===== src/design/ied_pkg.sv =====
// ----------------------------------------------------------------------------
// ied_pkg
// Shared widths, constants and inter-stage types of the distance pipeline.
// ----------------------------------------------------------------------------
package ied_pkg;

    localparam int COORD_BITS   = 11;
    localparam int EST_W        = COORD_BITS + 1;
    localparam int K_W          = 2 * COORD_BITS + 1;
    localparam int SQ_W         = 2 * COORD_BITS;
    localparam int Q_W          = COORD_BITS + 1;
    localparam int NEWTON_STEPS = 4;
    localparam int DIST_W       = 12;
    localparam logic [DIST_W-1:0] DIST_MAX = {DIST_W{1'b1}};
    localparam int IN_W         = 4 * COORD_BITS;
    localparam int S_TDATA_W    = ((IN_W + 7) / 8) * 8;
    localparam int M_TDATA_W    = ((DIST_W + 7) / 8) * 8;

    typedef struct packed {
        logic             valid;
        logic [K_W-1:0]   k;
        logic [EST_W-1:0] est;
    } nstage_t;

    typedef struct packed {
        logic              valid;
        logic [DIST_W-1:0] distance;
    } res_t;

endpackage


===== src/design/ied_front.sv =====
// ----------------------------------------------------------------------------
// ied_front
// Three stages: absolute differences, squares and first estimate, sum of
// squares.
// ----------------------------------------------------------------------------
module ied_front (
    input  logic                          aclk,
    input  logic                          aresetn,
    input  logic                          en,
    input  logic                          in_valid,
    input  logic [ied_pkg::COORD_BITS-1:0] first_x,
    input  logic [ied_pkg::COORD_BITS-1:0] first_y,
    input  logic [ied_pkg::COORD_BITS-1:0] second_x,
    input  logic [ied_pkg::COORD_BITS-1:0] second_y,
    output ied_pkg::nstage_t              out
);

    logic                           v1_reg, v2_reg, v3_reg;
    logic [ied_pkg::COORD_BITS-1:0] du_reg, dv_reg;
    logic [ied_pkg::SQ_W-1:0]       squ_reg, sqv_reg;
    logic [ied_pkg::EST_W-1:0]      est2_reg, est3_reg;
    logic [ied_pkg::K_W-1:0]        k_reg;

    logic [ied_pkg::COORD_BITS-1:0] du_next, dv_next;

    always_comb begin
        du_next = (first_x >= second_x) ? first_x - second_x : second_x - first_x;
        dv_next = (first_y >= second_y) ? first_y - second_y : second_y - first_y;
    end

    always_ff @(posedge aclk) begin
        if (!aresetn) begin
            v1_reg <= 1'b0;
            v2_reg <= 1'b0;
            v3_reg <= 1'b0;
        end else if (en) begin
            v1_reg   <= in_valid;
            v2_reg   <= v1_reg;
            v3_reg   <= v2_reg;
            du_reg   <= du_next;
            dv_reg   <= dv_next;
            squ_reg  <= ied_pkg::SQ_W'(du_reg) * ied_pkg::SQ_W'(du_reg);
            sqv_reg  <= ied_pkg::SQ_W'(dv_reg) * ied_pkg::SQ_W'(dv_reg);
            est2_reg <= ied_pkg::EST_W'(du_reg) + ied_pkg::EST_W'(dv_reg);
            k_reg    <= ied_pkg::K_W'(squ_reg) + ied_pkg::K_W'(sqv_reg);
            est3_reg <= est2_reg;
        end
    end

    assign out.valid = v3_reg;
    assign out.k     = k_reg;
    assign out.est   = est3_reg;

    // coincident points give both a zero square sum and a zero estimate
    a_zero_est: assert property (@(posedge aclk) disable iff (!aresetn)
        (v3_reg && k_reg == '0) |-> (est3_reg == '0))
        else $error("zero distance with non-zero estimate");

endmodule


===== src/design/ied_newton.sv =====
// ----------------------------------------------------------------------------
// ied_newton
// One Newton step: a restoring divider with one quotient bit per stage,
// then the add and halve stage.
// ----------------------------------------------------------------------------
module ied_newton (
    input  logic             aclk,
    input  logic             aresetn,
    input  logic             en,
    input  ied_pkg::nstage_t in,
    output ied_pkg::nstage_t out
);

    localparam int QN = ied_pkg::Q_W;
    localparam int EW = ied_pkg::EST_W;

    logic                    v_reg [QN];
    logic [ied_pkg::K_W-1:0] k_reg [QN];
    logic [EW-1:0]           d_reg [QN];
    logic [EW-1:0]           r_reg [QN];
    logic [QN-1:0]           q_reg [QN];

    genvar j;
    generate
        for (j = 0; j < QN; j++) begin : g_div
            logic                    v_prev;
            logic [ied_pkg::K_W-1:0] k_prev;
            logic [EW-1:0]           d_prev;
            logic [EW-1:0]           r_prev;
            logic [QN-1:0]           q_prev;
            logic [EW:0]             rs;
            logic                    ge;
            logic [EW-1:0]           r_next;
            logic [QN-1:0]           q_next;

            if (j == 0) begin : g_first
                assign v_prev = in.valid;
                assign k_prev = in.k;
                assign d_prev = in.est;
                assign r_prev = EW'(in.k >> QN);
                assign q_prev = '0;
            end else begin : g_rest
                assign v_prev = v_reg[j-1];
                assign k_prev = k_reg[j-1];
                assign d_prev = d_reg[j-1];
                assign r_prev = r_reg[j-1];
                assign q_prev = q_reg[j-1];
            end

            always_comb begin
                rs     = {r_prev, k_prev[QN-1-j]};
                ge     = rs >= {1'b0, d_prev};
                r_next = ge ? EW'(rs - {1'b0, d_prev}) : EW'(rs);
                q_next = {q_prev[QN-2:0], ge};
            end

            always_ff @(posedge aclk) begin
                if (!aresetn) begin
                    v_reg[j] <= 1'b0;
                end else if (en) begin
                    v_reg[j] <= v_prev;
                    k_reg[j] <= k_prev;
                    d_reg[j] <= d_prev;
                    r_reg[j] <= r_next;
                    q_reg[j] <= q_next;
                end
            end
        end
    endgenerate

    logic                    v_out_reg;
    logic [ied_pkg::K_W-1:0] k_out_reg;
    logic [EW-1:0]           est_out_reg;
    logic [QN-1:0]           q_use;
    logic [EW:0]             sum;

    always_comb begin
        // zero divisor: quotient taken as zero
        q_use = (d_reg[QN-1] == '0) ? '0 : q_reg[QN-1];
        sum   = {1'b0, d_reg[QN-1]} + (EW+1)'(q_use);
    end

    always_ff @(posedge aclk) begin
        if (!aresetn) begin
            v_out_reg <= 1'b0;
        end else if (en) begin
            v_out_reg   <= v_reg[QN-1];
            k_out_reg   <= k_reg[QN-1];
            est_out_reg <= EW'(sum >> 1);
        end
    end

    assign out.valid = v_out_reg;
    assign out.k     = k_out_reg;
    assign out.est   = est_out_reg;

    // estimate never collapses to zero while the square sum is non-zero
    a_est_live: assert property (@(posedge aclk) disable iff (!aresetn)
        (v_out_reg && k_out_reg != '0) |-> (est_out_reg != '0))
        else $error("newton estimate fell to zero");

endmodule


===== src/design/ied_final.sv =====
// ----------------------------------------------------------------------------
// ied_final
// Squares the last estimate, rounds up where it still falls short, and
// saturates to the result width.
// ----------------------------------------------------------------------------
module ied_final (
    input  logic             aclk,
    input  logic             aresetn,
    input  logic             en,
    input  ied_pkg::nstage_t in,
    output ied_pkg::res_t    out
);

    localparam int EW = ied_pkg::EST_W;

    logic                    va_reg, vb_reg;
    logic [2*EW-1:0]         sq_reg;
    logic [ied_pkg::K_W-1:0] k_reg;
    logic [EW-1:0]           est_reg;
    logic [ied_pkg::DIST_W-1:0] dist_reg;

    logic                       lt;
    logic [EW:0]                inc;
    logic [ied_pkg::DIST_W-1:0] dist_next;

    always_comb begin
        lt  = sq_reg < (2*EW)'(k_reg);
        inc = {1'b0, est_reg} + (EW+1)'(lt);
        if (inc > (EW+1)'(ied_pkg::DIST_MAX)) begin
            dist_next = ied_pkg::DIST_MAX;
        end else begin
            dist_next = ied_pkg::DIST_W'(inc);
        end
    end

    always_ff @(posedge aclk) begin
        if (!aresetn) begin
            va_reg <= 1'b0;
            vb_reg <= 1'b0;
        end else if (en) begin
            va_reg   <= in.valid;
            sq_reg   <= (2*EW)'(in.est) * (2*EW)'(in.est);
            k_reg    <= in.k;
            est_reg  <= in.est;
            vb_reg   <= va_reg;
            dist_reg <= dist_next;
        end
    end

    assign out.valid    = vb_reg;
    assign out.distance = dist_reg;

endmodule


===== src/design/ied_out_buf.sv =====
// ----------------------------------------------------------------------------
// ied_out_buf
// Two-entry output buffer; the pipeline runs while it has room.
// ----------------------------------------------------------------------------
module ied_out_buf (
    input  logic                          aclk,
    input  logic                          aresetn,
    input  ied_pkg::res_t                 in,
    output logic                          en,
    output logic                          m_tvalid,
    input  logic                          m_tready,
    output logic [ied_pkg::DIST_W-1:0]    head
);

    logic [1:0]                 count_reg, count_next;
    logic [ied_pkg::DIST_W-1:0] buf0_reg, buf0_next;
    logic [ied_pkg::DIST_W-1:0] buf1_reg, buf1_next;
    logic                       push, pop;

    assign en       = (count_reg != 2'd2);
    assign m_tvalid = (count_reg != 2'd0);
    assign head     = buf0_reg;
    assign push     = en && in.valid;
    assign pop      = m_tvalid && m_tready;

    always_comb begin
        count_next = count_reg;
        buf0_next  = buf0_reg;
        buf1_next  = buf1_reg;
        case ({push, pop})
            2'b10: begin
                if (count_reg == 2'd0) begin
                    buf0_next = in.distance;
                end else begin
                    buf1_next = in.distance;
                end
                count_next = count_reg + 2'd1;
            end
            2'b01: begin
                buf0_next  = buf1_reg;
                count_next = count_reg - 2'd1;
            end
            2'b11: begin
                buf0_next = in.distance;
            end
            default: begin
                count_next = count_reg;
            end
        endcase
    end

    always_ff @(posedge aclk) begin
        if (!aresetn) begin
            count_reg <= 2'd0;
        end else begin
            count_reg <= count_next;
            buf0_reg  <= buf0_next;
            buf1_reg  <= buf1_next;
        end
    end

    a_count_range: assert property (@(posedge aclk) disable iff (!aresetn)
        count_reg != 2'd3)
        else $error("output buffer overfilled");

    a_full_stalls: assert property (@(posedge aclk) disable iff (!aresetn)
        (count_reg == 2'd2 && !m_tready) |=> (count_reg == 2'd2))
        else $error("full buffer lost an entry without a pop");

endmodule


===== src/design/integer_euclidean_distance_top.sv =====
// requests pass the front, four one-bit-per-stage Newton steps, final, buffer
// throughput: one point pair per cycle while s_tready is high
// s_tready drops only while two finished results wait in the output buffer
// reset: synchronous active-low aresetn clears all stage valid bits
// and empties the output buffer
// ----------------------------------------------------------------------------
// integer_euclidean_distance_top
// Rounded-up integer distance of two points via four pipelined Newton steps.
// ----------------------------------------------------------------------------
module integer_euclidean_distance_top (
    input  logic                            aclk,
    input  logic                            aresetn,
    input  logic                            s_tvalid,
    output logic                            s_tready,
    // first_x, first_y, second_x, second_y
    input  logic [ied_pkg::S_TDATA_W-1:0]   s_tdata,
    output logic                            m_tvalid,
    input  logic                            m_tready,
    // distance
    output logic [ied_pkg::M_TDATA_W-1:0]   m_tdata
);

    localparam int CB = ied_pkg::COORD_BITS;

    logic                       en;
    ied_pkg::nstage_t           chain [ied_pkg::NEWTON_STEPS+1];
    ied_pkg::res_t              res;
    logic [ied_pkg::DIST_W-1:0] head;

    ied_front u_front (
        .aclk     (aclk),
        .aresetn  (aresetn),
        .en       (en),
        .in_valid (s_tvalid && s_tready),
        .first_x  (s_tdata[CB-1:0]),
        .first_y  (s_tdata[2*CB-1:CB]),
        .second_x (s_tdata[3*CB-1:2*CB]),
        .second_y (s_tdata[4*CB-1:3*CB]),
        .out      (chain[0])
    );

    genvar i;
    generate
        for (i = 0; i < ied_pkg::NEWTON_STEPS; i++) begin : g_step
            ied_newton u_newton (
                .aclk    (aclk),
                .aresetn (aresetn),
                .en      (en),
                .in      (chain[i]),
                .out     (chain[i+1])
            );
        end
    endgenerate

    ied_final u_final (
        .aclk    (aclk),
        .aresetn (aresetn),
        .en      (en),
        .in      (chain[ied_pkg::NEWTON_STEPS]),
        .out     (res)
    );

    ied_out_buf u_out_buf (
        .aclk     (aclk),
        .aresetn  (aresetn),
        .in       (res),
        .en       (en),
        .m_tvalid (m_tvalid),
        .m_tready (m_tready),
        .head     (head)
    );

    assign s_tready = en;
    assign m_tdata  = ied_pkg::M_TDATA_W'(head);

endmodule


===== config.mk =====
export PLATFORM = sky130hd
export DESIGN_NAME = integer_euclidean_distance_top
export DESIGN_NICKNAME = d
export VERILOG_FILES = /design/src/design/ied_pkg.sv /design/src/design/ied_front.sv /design/src/design/ied_newton.sv /design/src/design/ied_final.sv /design/src/design/ied_out_buf.sv /design/src/design/integer_euclidean_distance_top.sv
export SDC_FILE = /design/constraint.sdc
export NUM_CORES = 2
export LEC_CHECK = 0
export BUFFER_PORTS_ARGS = -buffer_cell sky130_fd_sc_hd__buf_2
export CAP_MARGIN = 20
export CORE_AREA = 2 2 384 767
export DETAILED_ROUTE_END_ITERATION = 16
export DIE_AREA = 0 0 386 769
export HOLD_SLACK_MARGIN = 0.05
export PLACE_DENSITY = 0.69
export SETUP_SLACK_MARGIN = 0.2
export SLEW_MARGIN = 20
export SYNTH_ARGS = -nofsm -noshare
export SYNTH_HDL_FRONTEND = slang
export SYNTH_HIERARCHICAL = 1
export SYNTH_SLANG_ARGS = --single-unit

===== constraint.sdc =====
create_clock -name aclk -period 26.2 [get_ports aclk]
set_input_delay 2.62 -clock aclk [delete_from_list [all_inputs] [get_ports aclk]]
set_output_delay 2.62 -clock aclk [all_outputs]
set_load 0.05 [all_outputs]

# Word level (Yosys, flattened, before mapping)
# Memories as Yosys holds them, arrays and structs flattened. A register that Yosys moved wholly into a read port is not among the register bits.
# Index checks and enable logic that the tools add are counted.
# totals
reg_bits	263
ramBits	2880
wordCells	340
memories	20
# classes
add_sub_neg	61
multipliers	3
magnitude_cmp	52
eq_ne	5
mux	109
bitwise	49
reduce_logical	18
# memory_table
memory	words	width	rd	rd_ports_with_merged_regs	wr	line_no	source
g_step[0].u_newton.k_reg	12	23	12	1	12	ied_newton.sv:18	logic [ied_pkg::K_W-1:0] k_reg [QN];
g_step[1].u_newton.k_reg	12	23	12	1	12	ied_newton.sv:18	
g_step[2].u_newton.k_reg	12	23	12	1	12	ied_newton.sv:18	
g_step[3].u_newton.k_reg	12	23	12	1	12	ied_newton.sv:18	
g_step[0].u_newton.d_reg	12	12	12	0	12	ied_newton.sv:19	logic [EW-1:0] d_reg [QN];
g_step[0].u_newton.q_reg	12	12	12	0	12	ied_newton.sv:21	logic [QN-1:0] q_reg [QN];
14 more memories	n/a	n/a	n/a	n/a	n/a	n/a	
# ops
cell	n
$mux 12	53
$sub 12x12->12	48
$ge 13x12->1	44
$add 12x12->13	4
$mux 1	52
$ge 12x12->1	4
$logic_not 12->1	4
$or 1x1->1	48
$mul 11x11->22	2
$sub 11x11->11	4
$pmux 12 s3	1
$lt 24x23->1	1
$mul 12x12->24	1
$add 22x22->23	1
$ge 11x11->1	2
$mux 11	2
$add 12x1->13	1
$gt 13x12->1 const B	1
$add 11x11->12	1
$reduce_and 3->1	2
$eq 2x2->1 const B	2
$logic_not 1->1	4
$pmux 2 s2	1
$reduce_bool 2->1	2
10 further kinds	12

# Depth between registers and ports, before layout
# logic_depth
depth_word	5
depth_mapped	21

# By module
# Netlist, hierarchy kept.
# by_module_without_submodules
module	n_inst	cells_each	area_per_inst_um2	seq_area_each_um2
ied_newton at g_step[0].u_newton	1	1952	29995.0	20339.5
ied_newton at g_step[3].u_newton	1	1964	29503.3	20339.5
ied_newton at g_step[2].u_newton	1	1912	29002.8	20339.5
ied_newton at g_step[1].u_newton	1	1909	29001.6	20339.5
ied_front	1	1349	13377.8	3393.3
ied_final	1	694	7239.4	2112.0
ied_out_buf	1	57	1017.2	760.7
integer_euclidean_distance_top	1	6	40.0	0.0

# Worst setup path before layout
# Ideal clock, no wire load.
# synth_timing
path_kind	input-to-reg
start	input aresetn
end	memory g_step[0].u_newton/d_reg[0][0] (netlist name) (enable)
setup_time_ps	1120
arrival_time_ps	17862
path_slack_ps	7219
path_stages	2
n_path_buf	1
path_cell_list	clkbuf_1 and2_1
# synth_lines
element	line_no	source
start, declared	integer_euclidean_distance_top.sv:12	input logic aresetn,
end, declared	ied_newton.sv:19	

==> impl_metrics.py <==
metrics = {
    "flow_run": {
        "cap_violations": 0,
    },
    "critical_path": {
        "required_ns": 26.66,
        "r2r_cells": 18,
        "critPathCaptureType": "flip-flop",
        "path_buf_inv": 6,
        "slowest_stage": "buf_4",
        "path_cells": "buf_2, and2_4, buf_4, buf_4, buf_4, buf_4, buf_4",
        "r2r_setup_slack_ns": 19.81,
        "worst-path-max-fanout": 85,
        "critPathLaunchType": "primary input",
        "critPathTopFamily": "buffers and inverters",
        "max_stage_delay_ns": 0.90,
        "arrival_ns": 7.51,
        "crit_top_cell": "buf_4",
        "r2r-end": "u_front/squ_reg[21]$_DFFE_PP_",
        "r2r_start": "u_front/du_reg[1]$_DFFE_PP_",
        "worstSetupPathType": "primary input to flip-flop",
    },
    "floorplan": {
        "num_rows": 280,
        "die_x_um": 386,
        "num_io_pins": 70,
        "die_area_sq_um": 297000,
        "coreArea_sq_um": 290000,
        "initial_core_util_pct": 47.9,
        "die_h_um": 769,
    },
    "yosys": {
        "synth_compound_area_share_pct": 8.24,
        "synth.area.mux_share_pct": 3.85,
        "syn_area_sq_um": 139000,
        "synth_top_area_share_pct": 62.7,
        "ys_ff_latch": 2923,
        "synthAdderAreaFrac_pct": 11.7,
        "synth-simple-area-share_pct": 6.77,
        "synth_edf_count": 2908,
        "synth_area_leaders": "edfxtp_1 (63%), ha_1 (7.9%), fa_1 (3.8%), inv_1 (3.2%), mux2_2 (2.4%)",
        "syn_area_per_cell_sq_um": 14.1,
        "ys_types": 113,
        "synth-xor-area-share_pct": 2.74,
        "async_reset_ff_share_pct": 0,
        "synth_cells": 9843,
        "yosys_warnings": 6,
        "synth_top_family_by_area": "adder cells",
        "synth_ff_type": "edfxtp_1",
        "yosys.area.top_type": "edfxtp_1",
        "yosysSeqAreaShare_pct": 63.0,
    },
    "place": {
        "gp_congestion": 0.910,
        "hpwl_mm": 222,
        "io_buffers": 61,
    },
    "timing": {
        "min_period_ns": 7.05,
        "finalSetupViolCount": 0,
        "rsz0062_at_grt": "false",
        "fin_setup_tns_ns": 0,
        "drv_slew": 0,
        "worst_slew_pin_slew_ns": 1.18,
        "skew_ns": 0.0817,
        "max_slew_margin_pct": 20.7,
        "whs_ns": 0.368,
        "report.final.hold_viol_count": 0,
        "fmax_ghz": 0.142,
        "finalCritPeriodShare_pct": 26.9,
    },
    "power_and_ir_drop": {
        "clkPwrFrac_pct": 19.7,
        "pwr-share-seq_pct": 34.6,
        "powerDensity_nw_per_um2": 132,
        "p_switching_mw": 7.56,
        "power.total_mw": 20.2,
        "intPower_mw": 12.7,
        "vdd_ir_drop_max_mv": 0.234,
        "comb_power_share_pct": 45.7,
        "leakage_nw": 59.9,
        "switching_share_pct": 37.4,
    },
    "clock_network": {
        "clock_latency_ns": 0.90,
        "numCtsBuffers": 267,
        "clkTransAtPathRegs_ns": 0.07,
        "cts_hold_buf": 0,
        "post_cts_resized": 0,
        "root_buffer": "clkbuf_16",
        "tritoncts": "done",
        "cts_max_level": 5,
        "numClockSinks": 2923,
        "clockBufferDepth": 4,
        "postCtsSetupBuffers": 0,
    },
    "routing": {
        "routed-via-count": 77400,
        "ant_nets": 0,
        "via_per_inst": 5.48,
        "wl_mm": 298,
        "drc": 0,
        "wl_per_cell_um": 21.1,
        "first_pass_iters": 8,
        "drtIter0Drc": 4077,
    },
    "cells_and_area": {
        "syn_to_final_growth_pct": 9.95,
        "final_layout_size_suffix_gt1_share_pct": 10.0,
        "largest_register_ffs": 1104,
        "fin_nets": 11300,
    },
    "min_path": {
        "hold_depth": 0,
        "hold_start": "g_step[3].u_newton/k_reg[2][3]$_DFFE_PP_",
        "hold_class": "flip-flop to flip-flop",
        "timing.hold.worst_endpoint": "g_step[3].u_newton/k_reg[3][3]$_DFFE_PP_",
    },
    "global_route": {
        "grt_first_pass_wirelength_mm": 450,
        "grt_overflow": 0,
        "antenna_found_initial": 11,
        "grt_use_total_pct": 19.9,
        "grt_max_degree": 178,
        "grt_pass1_vias": 82200,
    },
    "run_status": {
        "outcome": "finished, final reports clean",
    },
}
==> through the flow <==
stage               cells  setup WS [ns]  instance area (sq um)  util (%)
floorplan            9846           7.22                 139000         -
global placement    13600          18.40                 144000      49.6
detailed placement  13600          18.21                 144000      49.6
CTS                 14100          19.19                 153000      52.7
global route        14100          18.79                 153000      52.7
finish              14100          19.15                 153000      52.7
==> power by group through the flow <==
stage,Combinational [mW],Sequential (mW),Clock (mW)
after floorplan,6.98,6.91,0
after global placement,8.91,7.06,0
after detailed placement,9.16,7.09,0
after CTS,9.22,6.99,4.11
after global routing,10.2,7.05,4.28
final,9.23,6.99,3.99
==> cells by family after synthesis <==
family | count (synthesis)
flip-flops | 2923
AND/OR/NAND/NOR | 1854
AO/OA/AOI/OAI | 1690
buffers and inverters | 1326
adder cells (fa/ha/maj) | 1143
multiplexers | 471
XOR/XNOR | 435
other | 1
==> worst max path at each step <==
stage                     slack [ns]                                    endpoint  depth (start not counted)     from
after floorplan                 7.22    g_step[0].u_newton/d_reg[0][0]$_DFFE_PP_                          2  aresetn
after global placement         18.40  g_step[0].u_newton/k_out_reg[11]$_DFFE_PP_                          7  aresetn
after detailed placement       18.21  g_step[0].u_newton/k_reg[11][19]$_DFFE_PP_                          7  aresetn
after CTS                      19.19  g_step[0].u_newton/k_reg[11][19]$_DFFE_PP_                          7  aresetn
after global routing           18.79  g_step[0].u_newton/k_reg[11][19]$_DFFE_PP_                          7  aresetn
final                          19.15  g_step[0].u_newton/k_reg[11][19]$_DFFE_PP_                          7  aresetn
==> synth_stat cells (56+ instances only) <==
| cell | n |
|---|---|
| edfxtp_1 | 2908 |
| inv_1 | 1181 |
| ha_1 | 880 |
| nor2_1 | 525 |
| a21oi_1 | 480 |
| xnor2_1 | 306 |
| nand2_1 | 298 |
| mux2_2 | 297 |
| o21ai_0 | 283 |
| fa_1 | 263 |
| o21a_1 | 190 |
| and2_1 | 168 |
| nor2b_1 | 160 |
| a21o_1 | 156 |
| nor3_1 | 138 |
| xor2_1 | 129 |
| nand3_1 | 119 |
| mux2i_1 | 109 |
| nand4_1 | 90 |
| clkbuf_1 | 89 |
| nand2b_1 | 77 |
| and3_1 | 72 |
| o31ai_1 | 56 |
==> routing by layer <==
layer | track usage, % | routed length, um | vias up
li1 | - | - | 36600
met4 | 16.7 | 28300 | 4
met5 | 0 | 27 | -
met3 | 2.72 | 8950 | 900
met1 | 15.4 | 84500 | 38300
met2 | 41.1 | 176000 | 1565
==> layout make-up <==
type,count,area (sq um)
diodes,10,25.0
flip-flops and latches,2923,87600
repair buffers,123,812
multi-input cells,5597,46500
inverters,1183,4450
clock buffers,313,7020
clock inverters,160,1830
fillers,23400,137000
well taps,3807,4760
==> cells in the final DEF (no fill, tap or decap), drive strengths merged, types with 44 or more instances in the layout <==
cell and instances:
edfxtp 2908, inv 1200, ha 880, nor2 527, a21oi 493, mux2 362, clkbuf 313, xnor2 306
o21ai 304, nand2 298, fa 263, o21a 192, and2 168, nor2b 163, a21o 161, nor3 139
xor2 129, buf 123, nand3 119, mux2i 109, clkinv 98, nand4 90, nand2b 77, and3 74
o31a 62, o31ai 58, o211ai 53, or3 52, a31oi 47, a211oi 44
(Power assumes the default switching activity.)
